--- config.mk ---
export PLATFORM = sky130hd
export DESIGN_NAME = fsi_queue
export DESIGN_NICKNAME = d
export VERILOG_FILES = /design/src/hw/rtl/fsi_pkg.sv /design/src/hw/rtl/fsi_queue.sv
export VERILOG_INCLUDE_DIRS = /design/src /design/src/hw/rtl
export SDC_FILE = /design/constraint.sdc
export NUM_CORES = 1
export LEC_CHECK = 0
export CAP_MARGIN = 40
export CORE_MARGIN = 4
export CORE_UTILIZATION = 50
export DETAILED_ROUTE_END_ITERATION = 7
export DONT_BUFFER_PORTS = 1
export PLACE_DENSITY_LB_ADDON = 0.1
export SKIP_CTS_REPAIR_TIMING = 1
export SYNTH_ARGS = -nofsm -noshare
export SYNTH_HDL_FRONTEND = slang
export SYNTH_SLANG_ARGS = --single-unit
--- constraint.sdc ---
create_clock -name clk -period 11.5 [get_ports clk]
set_input_delay 0.575 -clock clk [delete_from_list [all_inputs] [get_ports clk]]
set_output_delay 0.575 -clock clk [all_outputs]
set_load 0.03 [all_outputs]
--- src/hw/rtl/assert_macros.svh ---
// ----------------------------------------------------------------------------
// Assertion macros
// Shared concurrent assertion forms; each expects clk and rst in scope.
// ----------------------------------------------------------------------------
`ifndef ASSERT_MACROS_SVH
`define ASSERT_MACROS_SVH

// Same-cycle implication, disabled during reset
`define FSI_ASSERT_IMPLY(label, pre, post, msg) \
  label: assert property (@(posedge clk) disable iff (rst) (pre) |-> (post)) \
    else $error(msg);

// Next-cycle implication, disabled during reset
`define FSI_ASSERT_NEXT(label, pre, post, msg) \
  label: assert property (@(posedge clk) disable iff (rst) (pre) |=> (post)) \
    else $error(msg);

`endif

--- src/hw/rtl/fsi_pkg.sv ---
// ----------------------------------------------------------------------------
// fsi_pkg
// Types and constants shared by the fragment seek index modules.
// ----------------------------------------------------------------------------
`default_nettype none

package fsi_pkg;

  localparam int unsigned ENTRIES_W = 11;  // entries_in_use register
  localparam int unsigned TRACKS_W  = 4;   // tracks_in_use register
  localparam int unsigned ENTRY_W   = 10;  // entry_index field
  localparam int unsigned TRACK_W   = 3;   // track_index field
  localparam int unsigned MODE_W    = 3;
  localparam int unsigned DATA_W    = 64;
  localparam int unsigned CFG_IDX_W = 2;
  localparam int unsigned Q_DEPTH   = 2;   // request queue depth, power of two

  typedef enum logic [MODE_W-1:0] {
    MODE_WR_TIME  = 3'd0,
    MODE_WR_POS   = 3'd1,
    MODE_SEEK     = 3'd2,
    MODE_START    = 3'd3,
    MODE_DURATION = 3'd4
  } mode_t;

  typedef enum logic [CFG_IDX_W-1:0] {
    CFG_ENTRIES  = 2'd0,
    CFG_TRACKS   = 2'd1,
    CFG_END_TIME = 2'd2
  } cfg_reg_t;

  typedef enum logic [2:0] {
    CMD_FAIL    = 3'd0,
    CMD_WR_TIME = 3'd1,
    CMD_WR_POS  = 3'd2,
    CMD_SEEK    = 3'd3,
    CMD_START   = 3'd4,
    CMD_DUR     = 3'd5
  } cmd_kind_t;

  typedef enum logic [2:0] {
    ST_IDLE   = 3'd0,
    ST_DECODE = 3'd1,
    ST_SCAN   = 3'd2,
    ST_FETCH  = 3'd3,
    ST_WAIT   = 3'd4
  } back_state_t;

  // Saturated configuration as seen by the front end
  typedef struct packed {
    logic [ENTRIES_W-1:0] n;
    logic [TRACKS_W-1:0]  nt;
    logic [DATA_W-1:0]    end_time;
  } live_cfg_t;

  // Classified request handed from front to back
  typedef struct packed {
    cmd_kind_t            kind;
    logic [ENTRIES_W-1:0] n;
    logic [ENTRY_W-1:0]   entry;
    logic [TRACK_W-1:0]   track;
    logic [DATA_W-1:0]    time_val;
    logic [DATA_W-1:0]    pos_val;
  } cmd_t;

endpackage

`default_nettype wire

--- src/hw/rtl/fsi_queue.sv ---
// ----------------------------------------------------------------------------
// fsi_queue
// Short request queue between the front end and the back end.
// ----------------------------------------------------------------------------
`default_nettype none
`include "assert_macros.svh"

module fsi_queue (
  input  wire logic           clk,
  input  wire logic           rst,
  input  wire logic           push,
  input  wire fsi_pkg::cmd_t  push_data,
  input  wire logic           pop,
  output fsi_pkg::cmd_t       head,
  output logic                empty,
  output logic                full
);

  localparam int unsigned DEPTH = fsi_pkg::Q_DEPTH;
  localparam int unsigned PTR_W = (DEPTH > 1) ? $clog2(DEPTH) : 1;
  localparam int unsigned CNT_W = $clog2(DEPTH + 1);

  fsi_pkg::cmd_t    slots [DEPTH];
  logic [PTR_W-1:0] wr_ptr;
  logic [PTR_W-1:0] rd_ptr;
  logic [CNT_W-1:0] count;
  logic             do_push;
  logic             do_pop;

  assign empty   = (count == '0);
  assign full    = (count == CNT_W'(DEPTH));
  assign do_push = push && !full;
  assign do_pop  = pop && !empty;
  assign head    = slots[rd_ptr];

  // Advance pointers and occupancy
  always_ff @(posedge clk) begin
    if (rst) begin
      wr_ptr <= '0;
      rd_ptr <= '0;
      count  <= '0;
    end else begin
      if (do_push) wr_ptr <= PTR_W'(wr_ptr + 1'b1);
      if (do_pop)  rd_ptr <= PTR_W'(rd_ptr + 1'b1);
      case ({do_push, do_pop})
        2'b10:   count <= CNT_W'(count + 1'b1);
        2'b01:   count <= CNT_W'(count - 1'b1);
        default: count <= count;
      endcase
    end
  end

  // Hold request payload
  always_ff @(posedge clk) begin
    if (do_push) slots[wr_ptr] <= push_data;
  end

  `FSI_ASSERT_IMPLY(a_q_count_bound, 1'b1, count <= CNT_W'(DEPTH), "queue overfilled")
  `FSI_ASSERT_NEXT(a_q_fill, do_push && !do_pop, !empty, "queue empty after push")

endmodule

`default_nettype wire

# Yosys cells after proc, flatten, opt, wreduce, memory -nomap -nowiden
# Memories as Yosys holds them, arrays and structs flattened. A register that Yosys moved wholly into a read port is not among the register bits.
# Index checks and enable logic that the tools add are counted.
# classes
mux	5
eq_ne	3
n_addsub	4
n_reduce_logical	6
# op_table
op	count
$eq 2x2->1 const B	2
$mux 1	4
$pmux 2 s2	1
$add 1x1->1 const B	2
$add 2x1->2 const B	1
$eq 2x1->1 const B	1
$logic_and 1x1->1	2
$logic_not 1->1	2
$logic_not 2->1	1
$reduce_bool 2->1	1
$sub 2x1->2 const B	1
# word_totals
reg_bits	4
word_cells	22
n_memories	1
mem_bits_rw	310
in_bits	159
# mem_list
memory	depth	word_bits	rd	rd_ports_with_merged_regs	write_ports	line_no	rtl
slots	2	155	1	1	1	fsi_queue.sv:23	fsi_pkg::cmd_t slots [DEPTH];

# Depth between registers and ports, before layout
# Gate-level depths: netlist of run 1.
# logic_depth
ltp_word	5
mapped_depth	6
mapped_depth_nobuf	6

# Least setup slack after synthesis of run 1
# OpenSTA, ideal clock, no wires.
# synth_path
path_type	input to register
start	input push
end	memory slots[1][0] (netlist name) (enable)
setup_ps	534
slack_ps	6786
arrival_time_ps	4180
required_ps	10966
path_buffers	0
cell_stages	1
path_cell_list	and3_1
# synth_via
elab_chain_len	3
# synth_lines
element	line_no	rtl
from (decl)	fsi_queue.sv:11	input wire logic push,
$logic_and 1x1->1	fsi_queue.sv:32	assign do_push = push && !full;
$mux 1	fsi_queue.sv:55	if (do_push) slots[wr_ptr] <= push_data;
$mux 1 (implied by the code)	fsi_queue.sv:55	
to (decl)	fsi_queue.sv:23	
# No other way between the ends.

==> results of run 1 <==
-- cells by family after synthesis --
logic type      after synthesis  synth area share [%]
fa+ha+maj                     1                0.1101
buf+inv                      20                0.8478
flops                       315                 82.80
xor+xnor                      3                0.2313
mux                         155                 15.36
simple gates                  9                0.4074
compound gates                5                0.2423
-- power breakdown --
group | total [uW] | switching [uW] | internal (uW) | leakage [uW]
Combinational | 916 | 663 | 253 | 0.000698
Sequential | 1500 | 47.8 | 1450 | 0.00294
Clock | 920 | 377 | 543 | 0.000459
-- layout make-up --
cell class	count	area share (%)
multi-input cells	173	14.63
repair buffers	8	1.257
clock inverters	12	0.8545
inverters	3	0.1277
clock buffers	42	6.492
flip-flops and latches	315	73.89
well taps	280	2.750
-- final timing paths --
check / slack [ps] / start / depth (start not counted) / endpoint
worst max register to register: 8660 / count[0] / 6 / slots[0][59]
worst min-delay path: 100 / rst / 1 / flip-flop
worst max-delay path: 8360 / flip-flop / 4 / head[18]
worst min register to register: 490 / wr_ptr / 2 / wr_ptr
-- synthesized netlist by cell type, drive strengths merged --
library cell    n
nand2           1
xnor2           2
mux2          155
a21oi           2
o21ai           2
edfxtp        310
buf            17
dfxtp           5
xor2            1
and3            1
nand2b          1
inv             3
o21a            1
or3             2
nor2            4
ha              1
-- stage by stage --
step | setup slack (ps) | instances | util [%]
floorplan | 6786 | 508 | -
global placement | 8487 | 774 | 52.80
detailed placement | 8684 | 779 | 53.42
CTS | 8270 | 833 | 57.66
global route | 8202 | 833 | 57.66
finish | 8360 | 833 | 57.66
-- flip-flops by register name (all words and copies together), names as in the netlist, named ones only --
name,cells
slots,310
count,2
rd_ptr,1
wr_ptr,1
-- per-layer routing --
metal  part of all wire (%)  vias up  routed length, um
met3                     15       31               3145
li1                       -     2063                  -
met5                      0        -                  0
met1                     32     2250               6759
met4                    2.5        0                520
met2                     50      228              10400
-- layout by cell type, fill, tap and decap left out, drive strengths merged, types with 2 or more instances in the layout --
| master | instances |
|---|---|
| buf | 8 |
| bufinv | 2 |
| xnor2 | 2 |
| o21ai | 2 |
| or3 | 2 |
| inv | 3 |
| clkinv | 10 |
| nor2 | 4 |
| mux2 | 155 |
| dfxtp | 5 |
| a21oi | 2 |
| edfxtp | 310 |
| clkbuf | 42 |
==> summary.txt, run 1 <==
Run status
  • Status: complete, no violations

GRT
  • Met2 usage in global routing: between 20% and 30%
  • Tot GR Track Use: 15.92%
  • First-pass GRT wire length: 30780 um
  • Met3 Use GR: 10.76%
  • Pin count of the biggest net entering global routing: 82
  • GRT overflow: 0
  • Initial antenna violation count: 0
  • Grt peak-use layer: met2
  • Vias in the first global route: 4924
  • Met1 Usage GRT: between 10% and 20%

Floorplan
  • Die W: ~160 um
  • I/O pin cnt: around 320
  • Die area: approximately 25000 um^2
  • Site Rows: 54
  • Core Footprint: 22090 um^2
  • Initial Utilization: 51.43%
  • Die Ht: about 160 um

Place
  • IO buf count: 0
  • Final RePlAce weighted congestion: 0.7610
  • DP HPWL: about 14000 um
  • Post-DP Area: ~12000 um^2

Flow run
  • Max Cap Violations: 0

Yosys
  • #FFs+latches synth: 315
  • Top cell type's share of synthesized area: 81.92%
  • Syn. warnings: 0
  • Syn Inst Count: 508
  • Mean post-synth cell area: between 20 and 25 um^2
  • Syn Nets: between 600 and 700
  • Yosys top cell by area: edfxtp_1
  • Distinct cells, synth: 17
  • Sequential-to-total area share from yosys stat: between 80 and 90%
  • Post-synthesis cell area: ~11000 um^2
  • Synth top area cells: edfxtp_1 (82%), mux2_2 (15%), dfxtp_1 (0.88%)

Routing
  • Antenna-violating nets left: 0
  • # DRC: 0
  • Routed vias: about 4600
  • Wire per inst: 25.00 um
  • First-pass DRT Iterations: 4
  • Vias per inst: 5.489
  • Post-Route WL: 20830 um
  • Iter 0 DRT Violations: 220

Critical path
  • Endpoint class of the critical path: output port
  • Buf/Inv on CP: 3
  • Worst Path Max Fanout: 64
  • Crit-path slowest cell: dfxtp_4
  • Cell Chain, Critical Path: buf_16, buf_4, buf_16, mux2_2
  • CP startpoint kind: flip-flop
  • CP peak stage delay: 520 ps
  • Critical path class: flip-flop to output port
  • Top delay family on crit path: buffers and inverters
  • Arr. time, crit path: ~2600 ps
  • Req. time, crit path: roughly 11000 ps
  • Most used cell, CP: buf_16

Layout
  • Reg area: 9413 um^2
  • Fill cells: between 1500 and 2000
  • Layout area overhead: 12.10%
  • Layout Nets: 692
  • Ant diodes: 0
  • Cell area after layout: 12740 um^2
  • Share of cells above drive strength 1: 37.61%
  • Area of the multi-input gates: approximately 1900 um^2

STA
  • Pins Over Slew Limit: 0
  • Final setup fails: 0
  • Tcrit/Tclk final: around 27%
  • Worst hold margin: 95.56 ps
  • Final Skew: between 10 and 15 ps
  • RSZ-0062 raised after global routing: no
  • Final hold violations: 0
  • Slew headroom: 48.11%
  • Fmax: 0.3184 GHz
  • Final min period: ~3100 ps
  • Worst-margin pin slew: 778.3 ps
  • Setup total negative slack: 0 ps

Clock network
  • TritonCTS Buffers: 31
  • H-tree level count: 1
  • CTS tree: done
  • CTS Buffer Depth: 3
  • Clk pin slew, worst setup/hold paths: 60 ps
  • Root Buffer: clkbuf_16
  • Clock Sinks: between 300 and 400
  • Latest clock arrival within the worst-skew pair: 530 ps

Worst hold path
  • Hold Crit Class: primary input to flip-flop

Power and ir drop
  • Leakage: 0.004099 uW
  • PwrDens: 261.6 nW/um^2
  • Tot Pwr: 3333 uW
  • Maximum VDD drop: between 0.15 and 0.2 mV
Note: power is estimated with default switching activity, not from simulation.
==> inputs of run 2 (changes only) <==
Settings changed: ABC_AREA set to 1.
Clock period 11.5 ns to 2.7 ns, I/O delays scaled along.
==> run 2 against run 1 <==
Against the previous run: hold slack better by 94 ps; core utilization is 6.5 points higher; via count is 18% higher; critical path depth rose by 2; critical path type is now flip-flop to flip-flop; critical endpoint is now slots[1][109].
==> summary.txt, run 2 <==
Clock network
  • TritonCTS Buffers: 34
  • Clk pin slew, worst setup/hold paths: 60 ps
  • Latest clock arrival within the worst-skew pair: 500 ps
  • CTS Buffer Depth: 3
  • CTS tree: done
  • Root Buffer: clkbuf_16
  • Clock Sinks: 315
  • H-tree level count: 2

Routing
  • Post-Route WL: 22400 um
  • Routed vias: 5389
  • Antenna-violating nets left: 0
  • # DRC: 0
  • Wire per inst: 21.93 um
  • Vias per inst: 5.278
  • First-pass DRT Iterations: 4
  • Iter 0 DRT Violations: 319

Layout
  • Commonest non-fill, non-tap cell in the layout: edfxtp_1
  • Commonest non-fill, non-tap cells in the layout: edfxtp_1 (310), dlygate4sd3_1 (158), mux2_2 (155), clkbuf_16 (37), nor2_1 (11)
  • Utilization after layout: 64.16%
  • Max FFs per register: 310
  • Layout area overhead: 26.09%
  • Share of cells above drive strength 1: around 30%
  • Largest regs: slots (310), count (2)
  • Fill cells: 1525
  • Final non-filler cell total: 1021
  • Layout Nets: 870
  • Biggest register: slots

Floorplan
  • Core Footprint: 22640 um^2
  • Initial Utilization: 50.89%
  • Site Rows: 55
  • Die area: 25530 um^2
  • Die W: about 160 um
  • Die Ht: 159.8 um
  • I/O pin cnt: 316

Critical path
  • Buf/Inv on CP: 3
  • Arr. time, crit path: 2220 ps
  • Most used cell, CP: nor2_4
  • Cell Chain, Critical Path: inv_2, nor2_4, nor2_4, nand2_2, clkinvlp_4, buf_12
  • Top delay family on crit path: buffers and inverters
  • Req. time, crit path: 2920 ps
  • Endpoint class of the critical path: flip-flop
  • Crit-path slowest cell: clkinvlp_4
  • Worst Path Max Fanout: 38
  • Critical path class: flip-flop to flip-flop
  • CP peak stage delay: 480 ps
  • CP startpoint kind: flip-flop

Yosys
  • Distinct cells, synth: 12
  • Post-synth top flop: edfxtp_1
  • Syn Inst Count: 522
  • #FFs+latches synth: 315
  • Post-synth ARST share: 0%
  • Yosys top cell by area: edfxtp_1
  • Post-synth EDFFs: 310
  • Post-synth top cells: edfxtp_1 (310), mux2_2 (155), nor2_1 (14)
  • Post-synthesis cell area: 11520 um^2
  • Count leader, synth: edfxtp_1
  • Syn. warnings: 0
  • Synth top area cells: edfxtp_1 (81%), mux2_2 (15%), clkbuf_8 (1.4%)
  • Mean post-synth cell area: 22.07 um^2
  • Sequential-to-total area share from yosys stat: slightly above 80%
  • Top cell type's share of synthesized area: 80.80%
  • Syn Nets: roughly 700

STA
  • Final hold violations: 0
  • Final min period: 2000 ps
  • Final setup fails: 0
  • RSZ-0062 raised after global routing: no
  • Tcrit/Tclk final: 74.06%
  • Worst-margin pin slew: 638.7 ps
  • Setup total negative slack: 0 ps
  • Final Skew: 11.93 ps
  • Post-route worst setup slack: 700.4 ps
  • Slew headroom: 57.27%
  • Fmax: 0.5001 GHz
  • Pins Over Slew Limit: 0

GRT
  • Vias in the first global route: approximately 5100
  • Tot GR Track Use: roughly 16%
  • Initial antenna violation count: 2
  • Met1 Usage GRT: 16.07%
  • Pin count of the biggest net entering global routing: 85
  • Grt peak-use layer: met2
  • GRT overflow: 0
  • Met3 Use GR: 10.06%
  • First-pass GRT wire length: 31490 um
  • Met2 usage in global routing: 27.84%

Run status
  • Status: complete, no violations

Power and ir drop
  • Tot Pwr: 13190 uW
  • PwrDens: between 900 and 1000 nW/um^2
  • Leakage: around 0.0049 uW
  • Maximum VDD drop: 0.7328 mV

Flow run
  • Max Cap Violations: 0

Place
  • Post-Place Worst Slack: 692.7 ps
  • Dpl cells: 801
  • IO buf count: 0
  • DP HPWL: 14230 um
  • Final RePlAce weighted congestion: around 0.74

Worst hold path
  • Hold Crit Class: primary input to flip-flop
==> run 2: changes by cell type after synthesis, moves of 5 or more <==
cell,delta
buf_2,-17
buf_6,+5
clkbuf_8,+12
inv_1,+7
nand2_1,+7
nor2_1,+10
==> run 2: per-layer routing <==
metal	vias to the layer above	part of all wire, %
met1	2663	37
met5	-	0
met4	0	3.4
met3	52	8.6
met2	233	51
li1	2441	-
==> run 2: through the flow <==
| step | hold WS, ps | cell area [um^2] |
|---|---|---|
| global placement | 234.0 | 11890 |
| detailed placement | 234.0 | 11890 |
| global route | 231.2 | 14530 |
| floorplan | 233.9 | 11550 |
| finish | 189.4 | 14530 |
| CTS | -298.3 | 12940 |
==> run 2: worst register-to-register path: cells and delay by family, from the launching register on <==
kind | cells | cell delay [ps]
and+or+nand+nor | 3 | 420
DFF | 1 | 370
buffers and inverters | 3 | 930
==> run 2: area by class of cell <==
type | instances | area, um^2 | share of cell area [%]
well taps | 285 | 356.6 | 2.455
clock inverters | 16 | 102.6 | 0.7063
repair buffers | 169 | 1777 | 12.23
diodes | 2 | 5.005 | 0.03445
flip-flops and latches | 315 | 9414 | 64.81
multi-input cells | 181 | 1882 | 12.95
clock buffers | 44 | 952.2 | 6.555
inverters | 9 | 37.54 | 0.2584
==> run 2: kinds of logic after synthesis <==
| logic type | count (synthesis) | share of synthesized area [%] |
|---|---|---|
| adders and majority gates | 1 | 0.1086 |
| AOI/OAI and AO/OA | 2 | 0.08680 |
| buffers and inverters | 26 | 2.215 |
| DFF | 315 | 81.67 |
| muxes | 155 | 15.15 |
| and+or+nand+nor | 23 | 0.7711 |
==> run 2: path summary, 6_finish.rpt <==
check	startpoint	to	slack, ps	cells after the start
max	count[1]	slots[1][109]	700	6
min	push	count[0]	190	5
max reg2reg	count[1]	slots[1][109]	700	6
min reg2reg	rd_ptr	rd_ptr	520	2
==> run 2: power by group <==
| part | switching, uW | internal (uW) | total, uW | leakage [uW] |
|---|---|---|---|---|
| sequential | 122 | 5980 | 6100 | 0.00294 |
| clock | 1710 | 2580 | 4290 | 0.000517 |
| combinational | 1970 | 831 | 2800 | 0.00141 |
