==> src/hw/rtl/assert_macros.svh <==
// ----------------------------------------------------------------------------
// Assertion macros
// Shared concurrent assertion forms; each expects clk and rst in scope.
// ----------------------------------------------------------------------------
`ifndef ASSERT_MACROS_SVH
`define ASSERT_MACROS_SVH

// Same-cycle implication, disabled during reset
`define FSI_ASSERT_IMPLY(label, pre, post, msg) \
  label: assert property (@(posedge clk) disable iff (rst) (pre) |-> (post)) \
    else $error(msg);

// Next-cycle implication, disabled during reset
`define FSI_ASSERT_NEXT(label, pre, post, msg) \
  label: assert property (@(posedge clk) disable iff (rst) (pre) |=> (post)) \
    else $error(msg);

`endif

==> src/hw/rtl/fsi_pkg.sv <==
// ----------------------------------------------------------------------------
// fsi_pkg
// Types and constants shared by the fragment seek index modules.
// ----------------------------------------------------------------------------
`default_nettype none

package fsi_pkg;

  localparam int unsigned ENTRIES_W = 11;  // entries_in_use register
  localparam int unsigned TRACKS_W  = 4;   // tracks_in_use register
  localparam int unsigned ENTRY_W   = 10;  // entry_index field
  localparam int unsigned TRACK_W   = 3;   // track_index field
  localparam int unsigned MODE_W    = 3;
  localparam int unsigned DATA_W    = 64;
  localparam int unsigned CFG_IDX_W = 2;
  localparam int unsigned Q_DEPTH   = 2;   // request queue depth, power of two

  typedef enum logic [MODE_W-1:0] {
    MODE_WR_TIME  = 3'd0,
    MODE_WR_POS   = 3'd1,
    MODE_SEEK     = 3'd2,
    MODE_START    = 3'd3,
    MODE_DURATION = 3'd4
  } mode_t;

  typedef enum logic [CFG_IDX_W-1:0] {
    CFG_ENTRIES  = 2'd0,
    CFG_TRACKS   = 2'd1,
    CFG_END_TIME = 2'd2
  } cfg_reg_t;

  typedef enum logic [2:0] {
    CMD_FAIL    = 3'd0,
    CMD_WR_TIME = 3'd1,
    CMD_WR_POS  = 3'd2,
    CMD_SEEK    = 3'd3,
    CMD_START   = 3'd4,
    CMD_DUR     = 3'd5
  } cmd_kind_t;

  typedef enum logic [2:0] {
    ST_IDLE   = 3'd0,
    ST_DECODE = 3'd1,
    ST_SCAN   = 3'd2,
    ST_FETCH  = 3'd3,
    ST_WAIT   = 3'd4
  } back_state_t;

  // Saturated configuration as seen by the front end
  typedef struct packed {
    logic [ENTRIES_W-1:0] n;
    logic [TRACKS_W-1:0]  nt;
    logic [DATA_W-1:0]    end_time;
  } live_cfg_t;

  // Classified request handed from front to back
  typedef struct packed {
    cmd_kind_t            kind;
    logic [ENTRIES_W-1:0] n;
    logic [ENTRY_W-1:0]   entry;
    logic [TRACK_W-1:0]   track;
    logic [DATA_W-1:0]    time_val;
    logic [DATA_W-1:0]    pos_val;
  } cmd_t;

endpackage

`default_nettype wire

==> src/hw/rtl/fsi_front.sv <==
// ----------------------------------------------------------------------------
// fsi_front
// Accepts requests and classifies them into back-end commands.
// ----------------------------------------------------------------------------
`default_nettype none

module fsi_front #(
  parameter int unsigned MAX_ENTRIES = 1024,
  parameter int unsigned MAX_TRACKS  = 8
) (
  input  wire logic                                  start,
  input  wire logic                                  q_full,
  input  wire logic [fsi_pkg::MODE_W-1:0]            mode,
  input  wire logic [fsi_pkg::ENTRY_W-1:0]           entry_index,
  input  wire logic [fsi_pkg::TRACK_W-1:0]           track_index,
  input  wire logic signed [fsi_pkg::DATA_W-1:0]     time_in,
  input  wire logic [fsi_pkg::DATA_W-1:0]            position_in,
  input  wire fsi_pkg::live_cfg_t                    live,
  output logic                                       busy,
  output logic                                       push,
  output fsi_pkg::cmd_t                              cmd
);

  localparam int unsigned TK_W = fsi_pkg::TRACKS_W;

  logic entry_ok;
  logic track_ok;
  logic track_live;

  // Accept whenever the queue has room
  assign busy = q_full;
  assign push = start && !q_full;

  assign entry_ok   = 32'(entry_index) < MAX_ENTRIES;
  assign track_ok   = 32'(track_index) < MAX_TRACKS;
  assign track_live = TK_W'(track_index) < live.nt;

  // Classify the request; failing requests collapse to CMD_FAIL
  always_comb begin
    cmd.n        = live.n;
    cmd.entry    = entry_index;
    cmd.track    = track_index;
    cmd.time_val = time_in;
    cmd.pos_val  = position_in;
    cmd.kind     = fsi_pkg::CMD_FAIL;
    case (fsi_pkg::mode_t'(mode))
      fsi_pkg::MODE_WR_TIME: begin
        if (entry_ok && track_ok) cmd.kind = fsi_pkg::CMD_WR_TIME;
      end
      fsi_pkg::MODE_WR_POS: begin
        if (entry_ok) cmd.kind = fsi_pkg::CMD_WR_POS;
      end
      fsi_pkg::MODE_SEEK: begin
        if ((time_in < $signed(live.end_time)) && (live.n != '0) && track_live)
          cmd.kind = fsi_pkg::CMD_SEEK;
      end
      fsi_pkg::MODE_START: begin
        if (track_live && (live.n != '0)) cmd.kind = fsi_pkg::CMD_START;
      end
      fsi_pkg::MODE_DURATION: begin
        if ((live.n != '0) && track_live) cmd.kind = fsi_pkg::CMD_DUR;
      end
      default: cmd.kind = fsi_pkg::CMD_FAIL;
    endcase
  end

endmodule

`default_nettype wire

==> config.mk <==
export PLATFORM = sky130hd
export DESIGN_NAME = fsi_front
export DESIGN_NICKNAME = d
export VERILOG_FILES = /design/src/hw/rtl/assert_macros.svh /design/src/hw/rtl/fsi_pkg.sv /design/src/hw/rtl/fsi_front.sv
export SDC_FILE = /design/constraint.sdc
export NUM_CORES = 1
export LEC_CHECK = 0
export BUFFER_PORTS_ARGS = -buffer_cell sky130_fd_sc_hd__buf_4
export CORE_AREA = 2 2 149 151
export DETAILED_ROUTE_END_ITERATION = 10
export DIE_AREA = 0 0 151 153
export PLACE_DENSITY = 0.54
export SETUP_SLACK_MARGIN = 0.3
export SYNTH_ARGS = -nofsm -noshare
export SYNTH_HDL_FRONTEND = slang
export SYNTH_SLANG_ARGS = --single-unit
==> constraint.sdc <==
create_clock -name vclk -period 1.8
set_input_delay 0.09 -clock vclk [all_inputs]
set_output_delay 0.09 -clock vclk [all_outputs]
set_load 0.05 [all_outputs]
# Word-level counts from Yosys, hierarchy flattened
# Index checks and enable logic that the tools add are counted.
# word_totals
output_inout_bits	157
regBits	0
wordCells	17
input_bits	225
# classes
magnitude_cmp	2
reduce_logical	7
n_mux	4
eq_ne	4
# ops
cell	count
$lt A64 B64 Y1	1
$pmux W3 S5	1
$reduce_bool A11 Y1	1
$eq A3 B2 Y1 const B	2
$mux W3	2
$logic_and A1 B1 Y1	4
$lt A3 B4 Y1	1
$eq A3 B1 Y1 const B	1
$eq A3 B3 Y1 const B	1
$logic_not A3 Y1	1
$mux W2	1
$logic_not A1 Y1	1

# Depth between registers and ports, before layout
# Gate-level depths: netlist (run 1).
# logic_depth
ltp_word	5
mapped_depth	9
ltp_nobuf	9

# Worst setup path after synthesis (run 1)
# OpenSTA, ideal clock, no wires.
# synth_timing
path_kind	input to output
from	in live[37] (netlist name)
to	out cmd[153] (netlist name)
path_stages	9
required_ps	1710
n_path_buf	0
slack_ps	-641
arrival_time_ps	2351
path_cell_list	inv_1 > ha_1 > a21o_1 > a21o_1 > a221oi_1 > a211oi_2 > a2111oi_2 > o31ai_2 > mux2i_1
# synth_rtl
item	line	source
from (decl)	fsi_front.sv:18	input wire fsi_pkg::live_cfg_t live,
to (decl)	fsi_front.sv:21	output fsi_pkg::cmd_t cmd

==> results of run 1 <==
## worst max-delay path by stage
| stage | from | to | slack, ns | depth (start not counted) |
|---|---|---|---|---|
| 3_3_place_gp | time_in[41] | cmd[153] | -0.84 | 11 |
| 3_5_place_dp | time_in[41] | cmd[153] | -0.82 | 11 |
| 6_report | time_in[17] | cmd[153] | -0.54 | 12 |
| 5_1_grt | time_in[17] | cmd[153] | -0.65 | 12 |
| 4_1_cts | live[41] | cmd[153] | -0.65 | 12 |
| 2_1_floorplan | live[33] | cmd[152] | -0.10 | 9 |
## layer usage
metal / track usage (%) / up-vias / share of wire [%]
met1: 10.47 / 1235 / 42
met4: 0.3115 / 0 / 0.17
met2: 12.97 / 185 / 46
met3: 2.716 / 4 / 12
li1: - / 1460 / -
met5: 1.087 / - / 0
## per-stage QoR
stage               power, mW  std cells
floorplan               1.271        405
global placement        1.350        816
detailed placement      1.356        816
CTS                     1.423        819
global route            1.594        819
finish                  1.468        819
## logic make-up (layout without fill, tap and decap cells)
family / Yosys count / after routing / synth area share [%]
buffers and inverters: 223 / 357 / 47.90
adders and majority gates: 65 / 65 / 27.60
and+or+nand+nor: 60 / 60 / 11.34
AOI/OAI and AO/OA: 56 / 56 / 12.82
muxes: 1 / 1 / 0.3397
## cells in the final DEF (no fill, tap or decap), types with 4 or more instances in the layout
cell type / instances
nand3_1: 7
a21oi_1: 16
nand2_1: 16
nand2b_1: 4
ha_4: 19
inv_1: 61
ha_1: 45
inv_4: 5
nand4_1: 9
buf_6: 11
a21o_1: 6
buf_4: 273
nor2_1: 4
a21oi_2: 6
## repair_timing
action,CTS,global route
endpoints found under the setup margin,3,3
resized for setup,28,36
buffers inserted,3,0
pin swaps,13,20
## final cells by class
type	count	area [um2]
timing repair buffer	287	2218
fill	2400	16630
multi-input combinational	182	2003
inverter	70	287.8
tap	280	350.3
## power by group
| group | switching, mW | internal, mW | total, mW |
|---|---|---|---|
| combinational | 0.784 | 0.684 | 1.47 |
| sequential | 0 | 0 | 0 |
| clock | 0 | 0 | 0 |
| total | 0.784 | 0.684 | 1.47 |
==> flow_summary.yaml, run 1 <==
run_status:
  run_status: "finished with violations"
  failed_checks: "negative setup slack"
worst_setup_path:
  cp_max_fo: 2
  critical_path_class: "input pin to primary output"
  critical_path_cell_by_cell: "buf_4, ha_1, a21oi_2, o21ai_2, a221oi_4, o22ai_2, buf_4, a2111oi_4, o31ai_2, buf_4, mux2i_4, buf_6"
  critical-path-top-delay-family: "compound AO/OA/AOI/OAI gates"
  cp-end-kind: "primary output"
  critical_path.slowest_cell: "a221oi_4"
  worst-endpoint-required_ns: 1.71
  worst_stage_delay_on_the_critical_path_ns: 0.34
  worstPathBufferInverterCount: 4
  path_common_cell: "buf_4"
  critical_path_arrival_ns: 2.25
  setup.worst_path.start_class: "input pin"
timing:
  final_max_slew_viol_count: 0
  finalSetupTns_ns: -0.9886
  maxClockFrequency_mhz: 427.7
  fin_hold_ws_ns: 0.1800
  final_critical_path_setup_slack_ns: -0.5382
  finalCriticalPeriod_ns: 2.338
  rsz0062_at_grt: "yes"
  setup_viol: 2
  worstMarginPinSlew_ns: 0.3554
  final-hold-violation-count: 0
  slew_headroom_pct: 76.05
  min_period_over_period_pct: 129.9
global_route:
  grt_antenna_before_repair: 0
  grt_first_pass_wirelength_um: 14830
  first_global_vias: 2981
  grt_start_max_net_pins: 5
  gr-usage-all-layers_pct: 7.908
  overflow: 0
place:
  gp_congestion: 0.7506
  dp_slack_ns: -0.8223
  port-buffer-count: 234
  area_of_placed_instances_um2: 4499
  dpl.hpwl_um: 9244
clocking:
  cts.hold.buffers_added: 0
logic_synthesis:
  most_area_consuming_cells_after_synthesis: "buf_4, ha_1, inv_1"
  synthesis.area_um2: 2947
  synth.avg_cell_area_um2: 7.275
  synth.top_cells.by_count: "buf_4, inv_1, ha_1"
  synth_fp_nets: 695
  yosysWarningCount: 0
  synth_area_leader_cell: "buf_4"
  synth_most_common_cell: "buf_4"
  syn_inst: 405
  share_of_the_yosys_chip_area_belonging_to_registers_pct: 0
  yosysUniqueCellTypes: 35
  synth_largest_type_area_fraction_pct: 38.98
min_path:
  whs_path_depth: 0
  holdCritPathClass: "input pin to primary output"
  hold_start: "position_in[14]"
  whs_endpoint: "cmd[14]"
floorplanning:
  pin_count: 382
  rows: 54
  die-height_um: 153
  full_die_area_um2: 23100
  die_w_um: 151
  floorplan.core_area_um2: 21490
  initial_utilization_pct: 13.71
layout:
  finish.instance_area_um2: 4860
  nets: 831
  layout.core_utilization_pct: 22.62
  seq_cells: 0
  number_of_clock_buffers_in_the_layout: 0
  flow.area_growth_from_synthesis_pct: 64.93
  drive_above_1_share_pct: 65.86
  storage_cell_area_um2: 0
  antennaDiodeCount: 0
routing:
  detail_route.first_pass.iterations: 4
  via_per_inst: 3.521
  routed_wl_um: 9988
  drtAntennaViolNets: 0
  wl_per_cell_um: 12.20
  dr_total_vias: 2884
  dr.first_iter.drc_count: 37
  residual_drc_count: 0
job:
  max-cap-violations: 0
power_and_ir_drop:
  p_per_area_nw_per_um2: 302.0
  p_leak_nw: 2.577
  worst_ir_drop_vdd_mv: 0.1228
(Power assumes the default switching activity.)
==> run 2, diff against run 1 <==
--- a/config.mk
+++ b/config.mk
@@ -9,7 +9,7 @@
 export CORE_AREA = 2 2 149 151
 export DETAILED_ROUTE_END_ITERATION = 10
 export DIE_AREA = 0 0 151 153
-export PLACE_DENSITY = 0.54
+export PLACE_DENSITY = 0.52
 export SETUP_SLACK_MARGIN = 0.3
 export SYNTH_ARGS = -nofsm -noshare
 export SYNTH_HDL_FRONTEND = slang
==> run 2 against run 1 <==
Effect of this change:
- the flow still finishes with violations (negative setup slack)
- maximum frequency rose by 0.66%
- critical path depth did not move
- global-route usage fell by 0.21 points
- die area did not move
- combinational power fell by 8%
- worst setup slack improved by 0.015 ns
- worst hold slack did not move
- critical path type unchanged
- largest cell class unchanged
==> flow_summary.yaml, run 2 (synthesis gave the netlist of run 1 again) <==
clocking:
  cts.hold.buffers_added: 0
floorplanning:
  floorplan.core_area_um2: 21490
  die-height_um: 153
  die_w_um: 151
  pin_count: 382
  rows: 54
  initial_utilization_pct: 13.71
  full_die_area_um2: 23100
timing:
  finalCriticalPeriod_ns: 2.323
  maxClockFrequency_mhz: 430.5
  rsz0062_at_grt: "yes"
  worstMarginPinSlew_ns: 0.3783
  final_max_slew_viol_count: 0
  setup_viol: 2
  final_critical_path_setup_slack_ns: -0.5228
  slew_headroom_pct: 74.51
  min_period_over_period_pct: 129.0
  final-hold-violation-count: 0
place:
  dp_slack_ns: -0.6275
  dpl.hpwl_um: 9369
  port-buffer-count: 234
  gp_congestion: 0.7165
routing:
  dr_total_vias: 2848
  wl_per_cell_um: 12.12
  dr.first_iter.drc_count: 29
  drtAntennaViolNets: 0
  routed_wl_um: 9845
  residual_drc_count: 0
  via_per_inst: 3.507
  detail_route.first_pass.iterations: 4
global_route:
  grt_first_pass_wirelength_um: 14190
  overflow: 0
  grt_antenna_before_repair: 0
  globalRoute.busiestLayer: "met2"
  gr-usage-met1_pct: 9.572
  grt_start_max_net_pins: 5
  gr-usage-all-layers_pct: 7.699
  gr-usage-met3_pct: 2.896
  first_global_vias: 2830
  gr-usage-met2_pct: 13.03
worst_setup_path:
  cp-end-kind: "primary output"
  setup.worst_path.start_class: "input pin"
  timing.critical_path.from: "live[46]"
  critical_path_class: "input pin to primary output"
  worst-endpoint-required_ns: 1.71
  cp_max_fo: 3
  critical_path_arrival_ns: 2.23
job:
  max-cap-violations: 0
power_and_ir_drop:
  p_per_area_nw_per_um2: 297.5
  p_leak_nw: 2.481
  power_mw: 1.346
  worst_ir_drop_vdd_mv: 0.09318
layout:
  flow.area_growth_from_synthesis_pct: 53.50
  storage_cell_area_um2: 0
  nets: 824
  mostFrequentLayoutCell: "buf_4"
  commonest_non_fill_non_tap_cells_in_the_layout: "buf_4, inv_1, ha_1, a21oi_1, nand2_1"
  antennaDiodeCount: 0
  number_of_clock_buffers_in_the_layout: 0
  drive_above_1_share_pct: 60.71
  seq_cells: 0
run_status:
  run_status: "finished with violations"
  failed_checks: "negative setup slack"
min_path:
  holdCritPathClass: "input pin to primary output"
  whs_path_depth: 0
  hold_start: "position_in[0]"
## run 2: changes by cell type in the layout (fill, tap and decap cells not counted), moves of 3 or more
cell / delta
buf_6: -8
a21oi_1: +7
ha_1: +6
ha_4: -5
a21oi_2: -4
o21ai_1: +4
a21oi_4: -3
buf_4: +3
o21ai_2: -3
## run 2: final cells by class
| class | count | area [um2] |
|---|---|---|
| Fill cell | 2435 | 16960 |
| Multi-Input combinational cell | 182 | 1769 |
| Tap cell | 280 | 350.3 |
| Inverter | 70 | 282.8 |
| Timing Repair Buffer | 280 | 2121 |
## run 2: repair_timing
| action | 4_1_cts | 5_1_grt |
|---|---|---|
| pin swaps | 4 | 0 |
| resized for setup | 9 | 2 |
| gates cloned | 0 | 0 |
| endpoints found under the hold margin | 0 | 0 |
| setup endpoints to repair | 3 | 3 |
| setup buffers | 3 | 1 |
## run 2: worst paths after layout
| kind | to |
|---|---|
| max | cmd[153] |
| min | cmd[0] |
## run 2: per-layer routing
layer	vias up	wire, um
met4	0	102
met1	1206	4016
li1	1438	-
met2	190	4424
met5	-	0
met3	14	1301
## run 2: report_power, final
part,leakage (nW),internal (mW),switching [mW]
clock network,0,0,0
logic,2.48,0.613,0.733
registers,0,0,0
total,2.48,0.613,0.733
## run 2: stage by stage
stage	cell area, um2	util (%)	hold WS [ns]	std cells	TNS [ns]
floorplan	3166	-	0.3471	405	-0.2084
global placement	4439	20.66	0.1803	808	-1.233
detailed placement	4439	20.66	0.1803	808	-1.234
CTS	4512	21.00	0.1803	811	-1.120
global route	4523	21.05	0.1801	812	-1.320
finish	4523	21.05	0.1800	812	-1.020
## run 2: worst max-delay path: stages
cell	delay, ns
buf_4	0.10
inv_1	0.07
ha_4	0.21
a21oi_1	0.14
a21boi_1	0.11
a2111oi_2	0.35
nand4_1	0.21
a2111oi_2	0.35
o31ai_2	0.11
buf_4	0.17
mux2i_4	0.14
buf_6	0.18
==> run 3, diff against run 2 <==
--- a/config.mk
+++ b/config.mk
@@ -5,11 +5,12 @@
 export SDC_FILE = /design/constraint.sdc
 export NUM_CORES = 1
 export LEC_CHECK = 0
+export ABC_AREA = 1
 export BUFFER_PORTS_ARGS = -buffer_cell sky130_fd_sc_hd__buf_4
-export CORE_AREA = 2 2 149 151
+export CORE_AREA = 2 2 148 150
 export DETAILED_ROUTE_END_ITERATION = 10
-export DIE_AREA = 0 0 151 153
-export PLACE_DENSITY = 0.52
+export DIE_AREA = 0 0 150 152
+export PLACE_DENSITY = 0.51
 export SETUP_SLACK_MARGIN = 0.3
 export SYNTH_ARGS = -nofsm -noshare
 export SYNTH_HDL_FRONTEND = slang
==> constraint.sdc (replaced) <==
create_clock -name vclk -period 2.8
set_input_delay 0.14 -clock vclk [all_inputs]
set_output_delay 0.14 -clock vclk [all_outputs]
set_load 0.05 [all_outputs]
==> run 3 against run 2 <==
Effect of this change:
- the flow now finishes without violations
- die area fell by 1.3%
- synthesized area rose by 2.2%
- via count fell by 5.0%
- cell count rose by 0.25%
- global-route usage fell by 0.089 points
- flip-flop and latch count did not move
- combinational power fell by 44%
- critical path type unchanged
- highest routed layer unchanged
- cell area fell by 12%
- largest cell class unchanged
- clock-buffer cell count did not move
- first-iteration DRC count rose by 130%
- worst setup slack improved by 1.3 ns
==> flow_summary.yaml, run 3 <==
run_status:
  run_status: "finished clean"
logic_synthesis:
  synth_most_common_cell: "buf_4"
  synthesis.area_um2: 3012
  yosysWarningCount: 0
  syn_inst: 453
  synth_fp_nets: 743
  synth.avg_cell_area_um2: 6.648
  share_of_the_yosys_chip_area_belonging_to_registers_pct: 0
  most_area_consuming_cells_after_synthesis: "buf_4, ha_1, inv_1"
  synth_area_leader_cell: "buf_4"
  synth_largest_type_area_fraction_pct: 38.14
  synth.top_cells.by_count: "buf_4, inv_1, ha_1"
  yosysUniqueCellTypes: 22
power_and_ir_drop:
  power_mw: 0.7506
  p_per_area_nw_per_um2: 188.8
  switching_share_pct: 58.47
  seqPwrFrac_pct: 0
  p_int_mw: 0.3118
  netSwitchingPower_mw: 0.4389
  pwr-share-clk_pct: 0
  worst_ir_drop_vdd_mv: 0.06531
  combinationalPowerShare_pct: 100.0
  p_leak_nw: 2.375
global_route:
  grt_first_pass_wirelength_um: 13710
  grt_antenna_before_repair: 0
  first_global_vias: 2580
  overflow: 0
  gr-usage-all-layers_pct: 7.611
  grt_start_max_net_pins: 5
timing:
  min_period_over_period_pct: 73.91
  maxClockFrequency_mhz: 483.2
  slew_headroom_pct: 80.53
  setup_viol: 0
  rsz0062_at_grt: "no"
  final_max_slew_viol_count: 0
  finalSetupTns_ns: 0
  finalCriticalPeriod_ns: 2.069
  final-hold-violation-count: 0
  worstMarginPinSlew_ns: 0.2908
  final_critical_path_setup_slack_ns: 0.7306
worst_setup_path:
  critical_path.slowest_cell: "ha_1"
  timing.critical_path.from: "time_in[63]"
  worstPathBufferInverterCount: 2
  setup.worst_path.start_class: "input pin"
  critical_path_class: "input pin to primary output"
  critical-path-top-delay-family: "simple AND/OR/NAND/NOR gates"
  worst_stage_delay_on_the_critical_path_ns: 0.34
  timing.critical_path.depth: 12
  worst-endpoint-required_ns: 2.66
  cp-end-kind: "primary output"
  critical_path_arrival_ns: 1.93
  critical_path_cell_by_cell: "buf_4, ha_1, nand2_2, nor3_4, nand3_2, or2_0, nand2_1, nor2_1, nand3_1, nand3_2, nand2_1, buf_4"
  cp_max_fo: 3
clocking:
  post_cts_resized: 0
  cts.hold.buffers_added: 0
  cts_setup_buffers: 0
layout:
  mostFrequentLayoutCell: "buf_4"
  final.fill_count: 2469
  storage_cell_area_um2: 0
  drive_above_1_share_pct: 46.25
  nets: 826
  commonest_non_fill_non_tap_cells_in_the_layout: "buf_4, inv_1, ha_1, nand2_1, a21oi_1"
  antennaDiodeCount: 0
  layout.core_utilization_pct: 18.62
  flow.area_growth_from_synthesis_pct: 32.03
  number_of_clock_buffers_in_the_layout: 0
  final-instance-count-excl-fill: 814
  seq_cells: 0
place:
  port-buffer-count: 234
  dpl.hpwl_um: 9147
  dp_slack_ns: 0.6707
  gp_congestion: 0.7364
  placed_cells: 814
routing:
  drtAntennaViolNets: 0
  dr_total_vias: 2705
  wl_per_cell_um: 11.80
  via_per_inst: 3.323
  dr.first_iter.drc_count: 67
  residual_drc_count: 0
  routed_wl_um: 9609
  detail_route.first_pass.iterations: 4
floorplanning:
  full_die_area_um2: 22800
  initial_utilization_pct: 14.11
  rows: 54
  floorplan.core_area_um2: 21350
  die-height_um: 152
  die_w_um: 150
  pin_count: 382
min_path:
  holdCritPathClass: "input pin to primary output"
  whs_path_depth: 0
  hold_start: "entry_index[8]"
job:
  max-cap-violations: 0
[run 3: cell types whose count changed in the layout (fill, tap and decap cells not counted), moves of 4 or more]
cell      before  now
nor2_1         5   24
nand4_1        9    4
a21oi_1       23   31
inv_1         63   81
nand2b_1       4    0
a21o_1         6    0
buf_4        276  234
nand2_1       17   55
ha_4          14    0
ha_1          51   65
[run 3: cells by family (layout without fill, tap and decap cells)]
kind of cell    Yosys count  count (layout)  synth area share (%)
buf+inv                 238             319                 48.73
compound gates           46              46                 8.267
simple gates            104             104                 16.00
fa+ha+maj                65              65                 27.00
[run 3: final cells by class]
cell class / count / area [um2] / area share, %
inverter: 85 / 319.1 / 8.024
multi-input combinational: 215 / 1550 / 38.99
timing repair buffer: 234 / 1757 / 44.18
tap: 280 / 350.3 / 8.811
[run 3: final timing paths]
check / endpoint / slack (ns)
max: cmd[153] / 0.73
min: cmd[139] / 0.28
[run 3: metal layers]
layer / track usage (%) / wire (um) / part of all wire, %
met1: 8.207 / 3463 / 36
met2: 14.42 / 4890 / 51
met3: 1.712 / 928 / 9.7
met4: 2.471 / 327 / 3.4
met5: 0 / 0 / 0
[run 3: metrics by stage]
stage	hold slack, ns	instance area [um2]
6_report	0.2800	3976
3_5_place_dp	0.2803	3976
5_1_grt	0.2801	3976
3_3_place_gp	0.2803	3976
4_1_cts	0.2803	3976
2_1_floorplan	0.4471	3018
[run 3: power groups by stage]
stage	sequential (mW)	combinational, mW	clock (mW)
floorplan	0	0.793	0
global placement	0	0.760	0
detailed placement	0	0.762	0
CTS	0	0.765	0
global route	0	0.826	0
finish	0	0.751	0
